[src/rtl/core/bal_pkg.sv]
// Shared types and codes for the bounded array list.
// Used by bal_ctrl, bal_dp, bounded_array_list, bal_result_checker and the testbench; depends on nothing.
`timescale 1ns / 1ps

package bal_pkg;

    // Operation codes
    localparam logic [2:0] OP_APPEND     = 3'd0;
    localparam logic [2:0] OP_PUSH_FRONT = 3'd1;
    localparam logic [2:0] OP_POP_END    = 3'd2;
    localparam logic [2:0] OP_POP_FRONT  = 3'd3;
    localparam logic [2:0] OP_READ       = 3'd4;
    localparam logic [2:0] OP_WRITE      = 3'd5;

    // Result status codes
    localparam logic [1:0] STAT_OK   = 2'd0;
    localparam logic [1:0] STAT_BAD  = 2'd1;
    localparam logic [1:0] STAT_FULL = 2'd2;

    // Beat widths
    localparam int OPCODE_W   = 3;
    localparam int POSITION_W = 4;
    localparam int VALUE_W    = 32;
    localparam int STATUS_W   = 2;
    localparam int FILL_W     = 5;
    localparam int IN_TDATA_W  = 40;
    localparam int OUT_TDATA_W = 40;

    typedef enum logic [1:0] {
        ST_IDLE,
        ST_EXEC,
        ST_LOAD
    } t_state;

    // Commands from the controller to the datapath
    typedef struct packed {
        logic capture;
        logic exec;
        logic load;
    } t_cmd;

endpackage

[src/rtl/core/bal_ctrl.sv]
// Sequencer for the bounded array list: steps each beat through capture,
// execute and result load. Depends on bal_pkg.
`timescale 1ns / 1ps

module bal_ctrl (
    input  logic          i_clk,
    input  logic          i_rst_n,
    input  logic          i_in_valid,
    output logic          o_in_ready,
    output logic          o_out_valid,
    input  logic          i_out_ready,
    output bal_pkg::t_cmd o_cmd
);

    bal_pkg::t_state r_state;
    bal_pkg::t_state n_state;
    logic            r_out_valid;
    logic            n_out_valid;
    logic            slot_free;

    assign slot_free = !r_out_valid || i_out_ready;

    always_comb begin
        n_state = r_state;
        case (r_state)
            bal_pkg::ST_IDLE: begin
                if (i_in_valid) n_state = bal_pkg::ST_EXEC;
            end
            bal_pkg::ST_EXEC: begin
                n_state = bal_pkg::ST_LOAD;
            end
            bal_pkg::ST_LOAD: begin
                if (slot_free) n_state = bal_pkg::ST_IDLE;
            end
            default: begin
                n_state = bal_pkg::ST_IDLE;
            end
        endcase
    end

    always_comb begin
        o_in_ready    = 1'b0;
        o_cmd.capture = 1'b0;
        o_cmd.exec    = 1'b0;
        o_cmd.load    = 1'b0;
        case (r_state)
            bal_pkg::ST_IDLE: begin
                o_in_ready    = 1'b1;
                o_cmd.capture = i_in_valid;
            end
            bal_pkg::ST_EXEC: begin
                o_cmd.exec = 1'b1;
            end
            bal_pkg::ST_LOAD: begin
                o_cmd.load = slot_free;
            end
            default: begin
                o_in_ready = 1'b0;
            end
        endcase
    end

    // Hold the result until taken; a fresh load overrides the drain
    always_comb begin
        n_out_valid = r_out_valid;
        if (i_out_ready) n_out_valid = 1'b0;
        if (o_cmd.load)  n_out_valid = 1'b1;
    end

    always_ff @(posedge i_clk) begin
        if (!i_rst_n) begin
            r_state     <= bal_pkg::ST_IDLE;
            r_out_valid <= 1'b0;
        end else begin
            r_state     <= n_state;
            r_out_valid <= n_out_valid;
        end
    end

    assign o_out_valid = r_out_valid;

endmodule

[src/rtl/core/bal_dp.sv]
// Datapath for the bounded array list: circular word store with head
// pointer and fill count, one adder for addressing, result register.
// Depends on bal_pkg.
`timescale 1ns / 1ps

module bal_dp #(
    parameter int LIST_DEPTH = 16
) (
    input  logic                                i_clk,
    input  logic                                i_rst_n,
    input  bal_pkg::t_cmd                       i_cmd,
    input  logic [bal_pkg::IN_TDATA_W-1:0]      i_tdata,
    output logic [bal_pkg::OUT_TDATA_W-1:0]     o_tdata
);

    localparam int AW   = (LIST_DEPTH > 1) ? $clog2(LIST_DEPTH) : 1;
    localparam int CW   = $clog2(LIST_DEPTH + 1);
    localparam int CMPW = (CW > bal_pkg::POSITION_W) ? CW : bal_pkg::POSITION_W;
    localparam int FXW  = (CW > bal_pkg::FILL_W) ? CW : bal_pkg::FILL_W;

    logic [bal_pkg::VALUE_W-1:0]    r_mem [LIST_DEPTH];

    logic [bal_pkg::OPCODE_W-1:0]   r_op;
    logic [bal_pkg::POSITION_W-1:0] r_pos;
    logic [bal_pkg::VALUE_W-1:0]    r_val;
    logic [AW-1:0]                  r_head;
    logic [AW-1:0]                  n_head;
    logic [CW-1:0]                  r_fill;
    logic [CW-1:0]                  n_fill;
    logic [bal_pkg::VALUE_W-1:0]    r_rd_data;
    logic [bal_pkg::STATUS_W-1:0]   r_status;
    logic [bal_pkg::STATUS_W-1:0]   n_status;
    logic                           r_use_rd;
    logic                           n_use_rd;
    logic [bal_pkg::OUT_TDATA_W-1:0] r_out;

    logic                 full;
    logic                 empty;
    logic                 pos_ok;
    logic [CMPW-1:0]      pos_ext;
    logic [CMPW-1:0]      fill_cmp;
    logic [CW-1:0]        fill_m1;
    logic [AW-1:0]        off;
    logic [AW:0]          sum;
    logic [AW:0]          sum_wrap;
    logic [AW-1:0]        addr;
    logic [AW-1:0]        head_dec;
    logic [AW-1:0]        head_inc;
    logic                 we;
    logic [AW-1:0]        wr_addr;
    logic [FXW-1:0]       fill_out;
    logic [bal_pkg::VALUE_W-1:0] value_out;

    assign full     = (r_fill == CW'(LIST_DEPTH));
    assign empty    = (r_fill == '0);
    assign pos_ext  = CMPW'(r_pos);
    assign fill_cmp = CMPW'(r_fill);
    assign pos_ok   = (pos_ext < fill_cmp);
    assign fill_m1  = r_fill - CW'(1);

    assign head_dec = (r_head == '0) ? AW'(LIST_DEPTH - 1) : r_head - AW'(1);
    assign head_inc = (r_head == AW'(LIST_DEPTH - 1)) ? '0 : r_head + AW'(1);

    // Entry offset from the head, by operation
    always_comb begin
        case (r_op)
            bal_pkg::OP_APPEND:  off = r_fill[AW-1:0];
            bal_pkg::OP_POP_END: off = fill_m1[AW-1:0];
            bal_pkg::OP_READ,
            bal_pkg::OP_WRITE:   off = pos_ext[AW-1:0];
            default:             off = '0;
        endcase
    end

    // Wrap head + offset into the store
    assign sum      = {1'b0, r_head} + {1'b0, off};
    assign sum_wrap = (sum >= (AW + 1)'(LIST_DEPTH)) ? sum - (AW + 1)'(LIST_DEPTH) : sum;
    assign addr     = sum_wrap[AW-1:0];

    always_comb begin
        n_head   = r_head;
        n_fill   = r_fill;
        n_status = bal_pkg::STAT_OK;
        n_use_rd = 1'b0;
        we       = 1'b0;
        wr_addr  = addr;
        case (r_op)
            bal_pkg::OP_APPEND: begin
                if (full) begin
                    n_status = bal_pkg::STAT_FULL;
                end else begin
                    we     = 1'b1;
                    n_fill = r_fill + CW'(1);
                end
            end
            bal_pkg::OP_PUSH_FRONT: begin
                if (full) begin
                    n_status = bal_pkg::STAT_FULL;
                end else begin
                    we      = 1'b1;
                    wr_addr = head_dec;
                    n_head  = head_dec;
                    n_fill  = r_fill + CW'(1);
                end
            end
            bal_pkg::OP_POP_END: begin
                if (empty) begin
                    n_status = bal_pkg::STAT_BAD;
                end else begin
                    n_use_rd = 1'b1;
                    n_fill   = fill_m1;
                end
            end
            bal_pkg::OP_POP_FRONT: begin
                if (empty) begin
                    n_status = bal_pkg::STAT_BAD;
                end else begin
                    n_use_rd = 1'b1;
                    n_head   = head_inc;
                    n_fill   = fill_m1;
                end
            end
            bal_pkg::OP_READ: begin
                if (pos_ok) n_use_rd = 1'b1;
                else        n_status = bal_pkg::STAT_BAD;
            end
            bal_pkg::OP_WRITE: begin
                if (pos_ok) we = 1'b1;
                else        n_status = bal_pkg::STAT_BAD;
            end
            default: begin
                n_status = bal_pkg::STAT_BAD;
            end
        endcase
    end

    always_ff @(posedge i_clk) begin
        if (!i_rst_n) begin
            r_head <= '0;
            r_fill <= '0;
        end else if (i_cmd.exec) begin
            r_head <= n_head;
            r_fill <= n_fill;
        end
    end

    // Store: one write and one registered read per beat
    always_ff @(posedge i_clk) begin
        if (i_cmd.exec && we) r_mem[wr_addr] <= r_val;
        if (i_cmd.exec)       r_rd_data     <= r_mem[addr];
    end

    always_ff @(posedge i_clk) begin
        if (i_cmd.capture) begin
            r_op  <= i_tdata[2:0];
            r_pos <= i_tdata[6:3];
            r_val <= i_tdata[38:7];
        end
        if (i_cmd.exec) begin
            r_status <= n_status;
            r_use_rd <= n_use_rd;
        end
        if (i_cmd.load) r_out <= {1'b0, fill_out[4:0], r_status, value_out};
    end

    assign fill_out  = FXW'(r_fill);
    assign value_out = r_use_rd ? r_rd_data : '0;
    assign o_tdata   = r_out;

endmodule

[src/rtl/core/bounded_array_list.sv]
// Bounded array list: fixed-depth deque of signed 32-bit words.
// Each beat steps through capture, execute with the store's registered read, and
// result load; the result beat is then valid. One beat is in flight at a time, and the
// load waits for a free output slot; input is taken while a result waits.
// Reset clears the fill count, head pointer and output valid; store contents stay.
`timescale 1ns / 1ps

module bounded_array_list #(
    parameter int LIST_DEPTH = 16
) (
    input  logic        i_clk,
    input  logic        i_rst_n,
    input  logic        s_axis_tvalid,
    output logic        s_axis_tready,
    // [2:0] opcode, [6:3] position, [38:7] value_in, [39] zero
    input  logic [39:0] s_axis_tdata,
    output logic        m_axis_tvalid,
    input  logic        m_axis_tready,
    // [31:0] value_out, [33:32] status, [38:34] fill_level, [39] zero
    output logic [39:0] m_axis_tdata
);

    bal_pkg::t_cmd cmd;

    bal_ctrl u_ctrl (
        .i_clk       (i_clk),
        .i_rst_n     (i_rst_n),
        .i_in_valid  (s_axis_tvalid),
        .o_in_ready  (s_axis_tready),
        .o_out_valid (m_axis_tvalid),
        .i_out_ready (m_axis_tready),
        .o_cmd       (cmd)
    );

    bal_dp #(
        .LIST_DEPTH (LIST_DEPTH)
    ) u_dp (
        .i_clk   (i_clk),
        .i_rst_n (i_rst_n),
        .i_cmd   (cmd),
        .i_tdata (s_axis_tdata),
        .o_tdata (m_axis_tdata)
    );

    // One beat in flight: no second accept straight after the first
    a_one_in_flight: assert property (@(posedge i_clk) disable iff (!i_rst_n)
        (s_axis_tvalid && s_axis_tready) |=> !s_axis_tready)
        else $error("input accepted while a beat is in flight");

    a_status_code: assert property (@(posedge i_clk) disable iff (!i_rst_n)
        m_axis_tvalid |-> (m_axis_tdata[33:32] != 2'd3))
        else $error("undefined status code");

    // Refused operations return zero
    a_refused_zero: assert property (@(posedge i_clk) disable iff (!i_rst_n)
        (m_axis_tvalid && (m_axis_tdata[33:32] != bal_pkg::STAT_OK))
            |-> (m_axis_tdata[31:0] == 32'd0))
        else $error("refused operation returned data");

endmodule

[config.mk]
export PLATFORM = sky130hd
export DESIGN_NAME = bounded_array_list
export DESIGN_NICKNAME = d
export VERILOG_FILES = /design/src/rtl/core/bal_pkg.sv /design/src/rtl/core/bal_ctrl.sv /design/src/rtl/core/bal_dp.sv /design/src/rtl/core/bounded_array_list.sv
export SDC_FILE = /design/constraint.sdc
export NUM_CORES = 1
export LEC_CHECK = 0
export BUFFER_PORTS_ARGS = -buffer_cell sky130_fd_sc_hd__buf_4
export CAP_MARGIN = 40
export CORE_UTILIZATION = 30
export CTS_CLUSTER_SIZE = 10
export DETAILED_ROUTE_END_ITERATION = 16
export PLACE_DENSITY = 0.55
export SYNTH_ARGS = -nofsm -noshare
export SYNTH_HDL_FRONTEND = slang
export SYNTH_SLANG_ARGS = --single-unit
[constraint.sdc]
create_clock -name i_clk -period 8.2 [get_ports i_clk]
set_input_delay 0.82 -clock i_clk [delete_from_list [all_inputs] [get_ports i_clk]]
set_output_delay 0.82 -clock i_clk [all_outputs]
set_load 0.05 [all_outputs]
==> impl_metrics.json <==
{
  "violations": "design-rule violations",
  "finalSetupViolations": 0,
  "timing.slew.headroom_pct": 41.1,
  "period_share_pct": 55.8,
  "drt_iter0_markers": 823,
  "grt_pass1_vias": 12000,
  "synthesis.nets": 1182,
  "antenna_found_initial": 1,
  "fin_worst_skew_ns": 0.0274,
  "ioPinCount": 86,
  "combPwrFrac_pct": 7.4,
  "hold-path-endpoint": "u_dp.r_val[11]",
  "synth-edff-count": 625,
  "worst_pin_slew_ns": 0.880,
  "async_flop_share_pct": 0,
  "vias": 11300,
  "hold_path.class": "primary input to register",
  "cts_resized": 0,
  "htree_levels": 3,
  "startpoint_type": "register",
  "numCtsBuffers": 75,
  "areaGrowthSynthToFinish_pct": 18.6,
  "path_delay_family": "buffers and inverters",
  "wire_per_inst_um": 22.3,
  "synth_ff_type": "edfxtp_1",
  "p_per_area_nw_per_um2": 244,
  "grt.total_usage_pct": 12.9,
  "via_per_inst": 4.80,
  "initial_utilization_pct": 30.5,
  "gp_congestion": 0.727,
  "cts.reportedPaths.clkPinSlew_ns": 0.05,
  "cp.arrival_ns": 4.92,
  "nNetsFinal": 1329,
  "grt_start_max_net_pins": 53,
  "drv_cap": 0,
  "port_buffers": 83,
  "slowest_stage": "fa_4",
  "finalSetupTns_ns": 0,
  "grt_overflow": 0,
  "reg2reg_to": "u_dp.r_rd_data[14]",
  "drcViolationCount": 7,
  "rows": 104,
  "die_width_um": 288,
  "core_area_um2": 80800,
  "fp.dieH_um": 288,
  "first_pass_iters": 11,
  "internal-power_mw": 5.55,
  "required_ns": 8.54,
  "syn_area_per_cell_um2": 21.9,
  "antenna_cells": 0,
  "hold-path-cell-count": 1,
  "yosysTopAreaCell": "edfxtp_1",
  "p_leak_nw": 9.30,
  "worstSkewPairLatency_ns": 0.62,
  "syn_inst": 1126,
  "mostFrequentLayoutCells": "625 x edfxtp_1, 128 x mux4_2, 112 x buf_4",
  "synth.ff_latch_count": 637,
  "period_needed_ns": 4.58,
  "peakVddDrop_mv": 0.147,
  "path_cells": "nor2b_1, a22o_1, ha_4, fa_4, buf_4, buf_16, buf_4, buf_16, mux4_2, mux2i_1, mux2i_1",
  "wl_um": 52500,
  "outcome": "finished with violations",
  "worstReg2RegStart": "u_dp.r_op[1]",
  "ys_types": 57,
  "ys_seq_area_share_pct": 77.2,
  "ant_nets": 0,
  "grt_pass1_wl_um": 78000,
  "cp_max_fo": 52,
  "slew_viol_final": 0,
  "fmax_mhz": 219,
  "crit_buf_inv": 4,
  "end_kind": "register",
  "finalPower_mw": 7.13,
  "power_frac_seq_pct": 51.8,
  "min_from": "s_axis_tdata[18]",
  "rsz0062_at_grt": "no",
  "setup.worst_path.start": "u_dp.r_op[1]",
  "clk_path_buf_depth": 3,
  "synth_area_leaders": "edfxtp_1 76%, mux4_2 12%, mux2i_1 4.0%",
  "layout_commonest_cell": "edfxtp_1",
  "cts_hold_buf": 0,
  "drive_gt1_share_pct": 29.1,
  "die_area_um2": 83200,
  "cts_setup_buffers": 0,
  "cts_sinks": 637,
  "critPathKind": "register to register",
  "worstRegToRegCells": 11,
  "p_sw_mw": 1.59,
  "dp_hpwl_um": 28400,
  "cts-root-buf": "clkbuf_16",
  "synth_warnings": 0,
  "yosysTopAreaCellShare_pct": 76.3,
  "reg2reg_slack_ns": 3.62,
  "cts_tree": "yes",
  "swShare_pct": 22.3,
  "final-hold-violation-count": 0,
  "synth.cell_area_um2": 24600,
  "max_stage_delay_ns": 0.95,
  "clock_power_share_pct": 40.8
}
==> synthesized netlist by cell type, drive strengths merged, types with 3 or more instances <==
library cell and count:
dfxtp 12, o21ai 9, edfxtp 625, a211oi 3, nand2 12, nand3 9, a21o 3, o22ai 3
nand2b 5, a21oi 10, a2111oi 7, a21boi 3, o32ai 8, nor2b 5, nor3b 4, clkbuf 26
and3 3, mux2i 98, mux4 128, xor2 5, xnor2 10, inv 11, mux2 3, a22o 4
or3b 3, nor2 13, buf 31, and2 38, ha 11
==> through the flow <==
| stage | cell area (µm²) | instances | worst slack [ns] | util, % | hold WS [ns] |
|---|---|---|---|---|---|
| floorplan | 24600 | 1126 | 0.0825 | - | 0.400 |
| global placement | 26800 | 2241 | 2.90 | 33.1 | 0.422 |
| detailed placement | 27100 | 2256 | 3.58 | 33.5 | 0.414 |
| CTS | 29200 | 2349 | 3.55 | 36.1 | 0.329 |
| global route | 29200 | 2349 | 3.24 | 36.1 | 0.337 |
| finish | 29200 | 2349 | 3.62 | 36.1 | 0.371 |
==> power by group through the flow <==
stage / Sequential (mW) / Combinational (mW) / Clock, mW
floorplan: 3.76 / 0.351 / 0
global route: 3.70 / 0.570 / 3.12
global placement: 3.76 / 0.512 / 0
CTS: 3.70 / 0.541 / 3.00
detailed placement: 3.76 / 0.539 / 0
finish: 3.70 / 0.525 / 2.91
==> routing by layer <==
metal / track usage (%) / vias up / share of wire, %
met2: 20.7 / 234 / 48
met5: 0 / - / 0
met1: 17.9 / 6031 / 47
met3: 2.51 / 70 / 4.1
met4: 3.36 / 0 / 1.7
li1: - / 4937 / -
==> worst max-delay path by stage <==
stage / end / slack [ns] / cells after the start
after floorplan: u_dp.r_mem[2][0] / 0.08 / 10
after global placement: u_dp.r_mem[15][13] / 2.90 / 9
after detailed placement: u_dp.r_rd_data[14] / 3.58 / 12
after CTS: u_dp.r_rd_data[14] / 3.55 / 12
after global routing: u_dp.r_mem[13][28] / 3.24 / 14
final: u_dp.r_rd_data[14] / 3.62 / 11
==> worst register-to-register path, cell delays in order, from the launching register on <==
cell	delay [ns]
edfxtp_1	0.66
nor2b_1	0.22
a22o_1	0.26
ha_4	0.18
fa_4	0.95
buf_4	0.35
buf_16	0.31
buf_4	0.31
buf_16	0.32
mux4_2	0.38
mux2i_1	0.23
mux2i_1	0.15
==> layout make-up <==
cell class | instances | area (µm²)
multi-input cells | 421 | 5550
well taps | 1060 | 1330
flip-flops and latches | 637 | 19000
fillers | 7398 | 51600
repair buffers | 127 | 1170
clock buffers | 80 | 1900
clock inverters | 13 | 185
inverters | 11 | 41.3
==> registers in the layout, indices dropped and copies added (netlist names) <==
register	flops
u_ctrl.r_state	2
u_dp.r_rd_data	32
u_dp.r_op	3
u_dp.r_mem	512
u_dp.r_status	2
u_dp.o_tdata	39
u_dp.r_head	4
u_ctrl.o_out_valid	1
u_dp.r_use_rd	1
u_dp.r_pos	4
u_dp.r_val	32
u_dp.fill_cmp	5
==> logic make-up (layout without fill, tap and decap cells) <==
family	count (synthesis)	after routing	synth area share, %
compound gates	60	60	1.78
xor+xnor	15	15	0.564
fa+ha+maj	12	12	0.641
buf+inv	68	231	1.30
flops	637	637	77.2
mux	229	229	15.8
other cells	1	1	0.0152
simple gates	104	104	2.62
No activity file was read; power rests on OpenSTA's default activity.
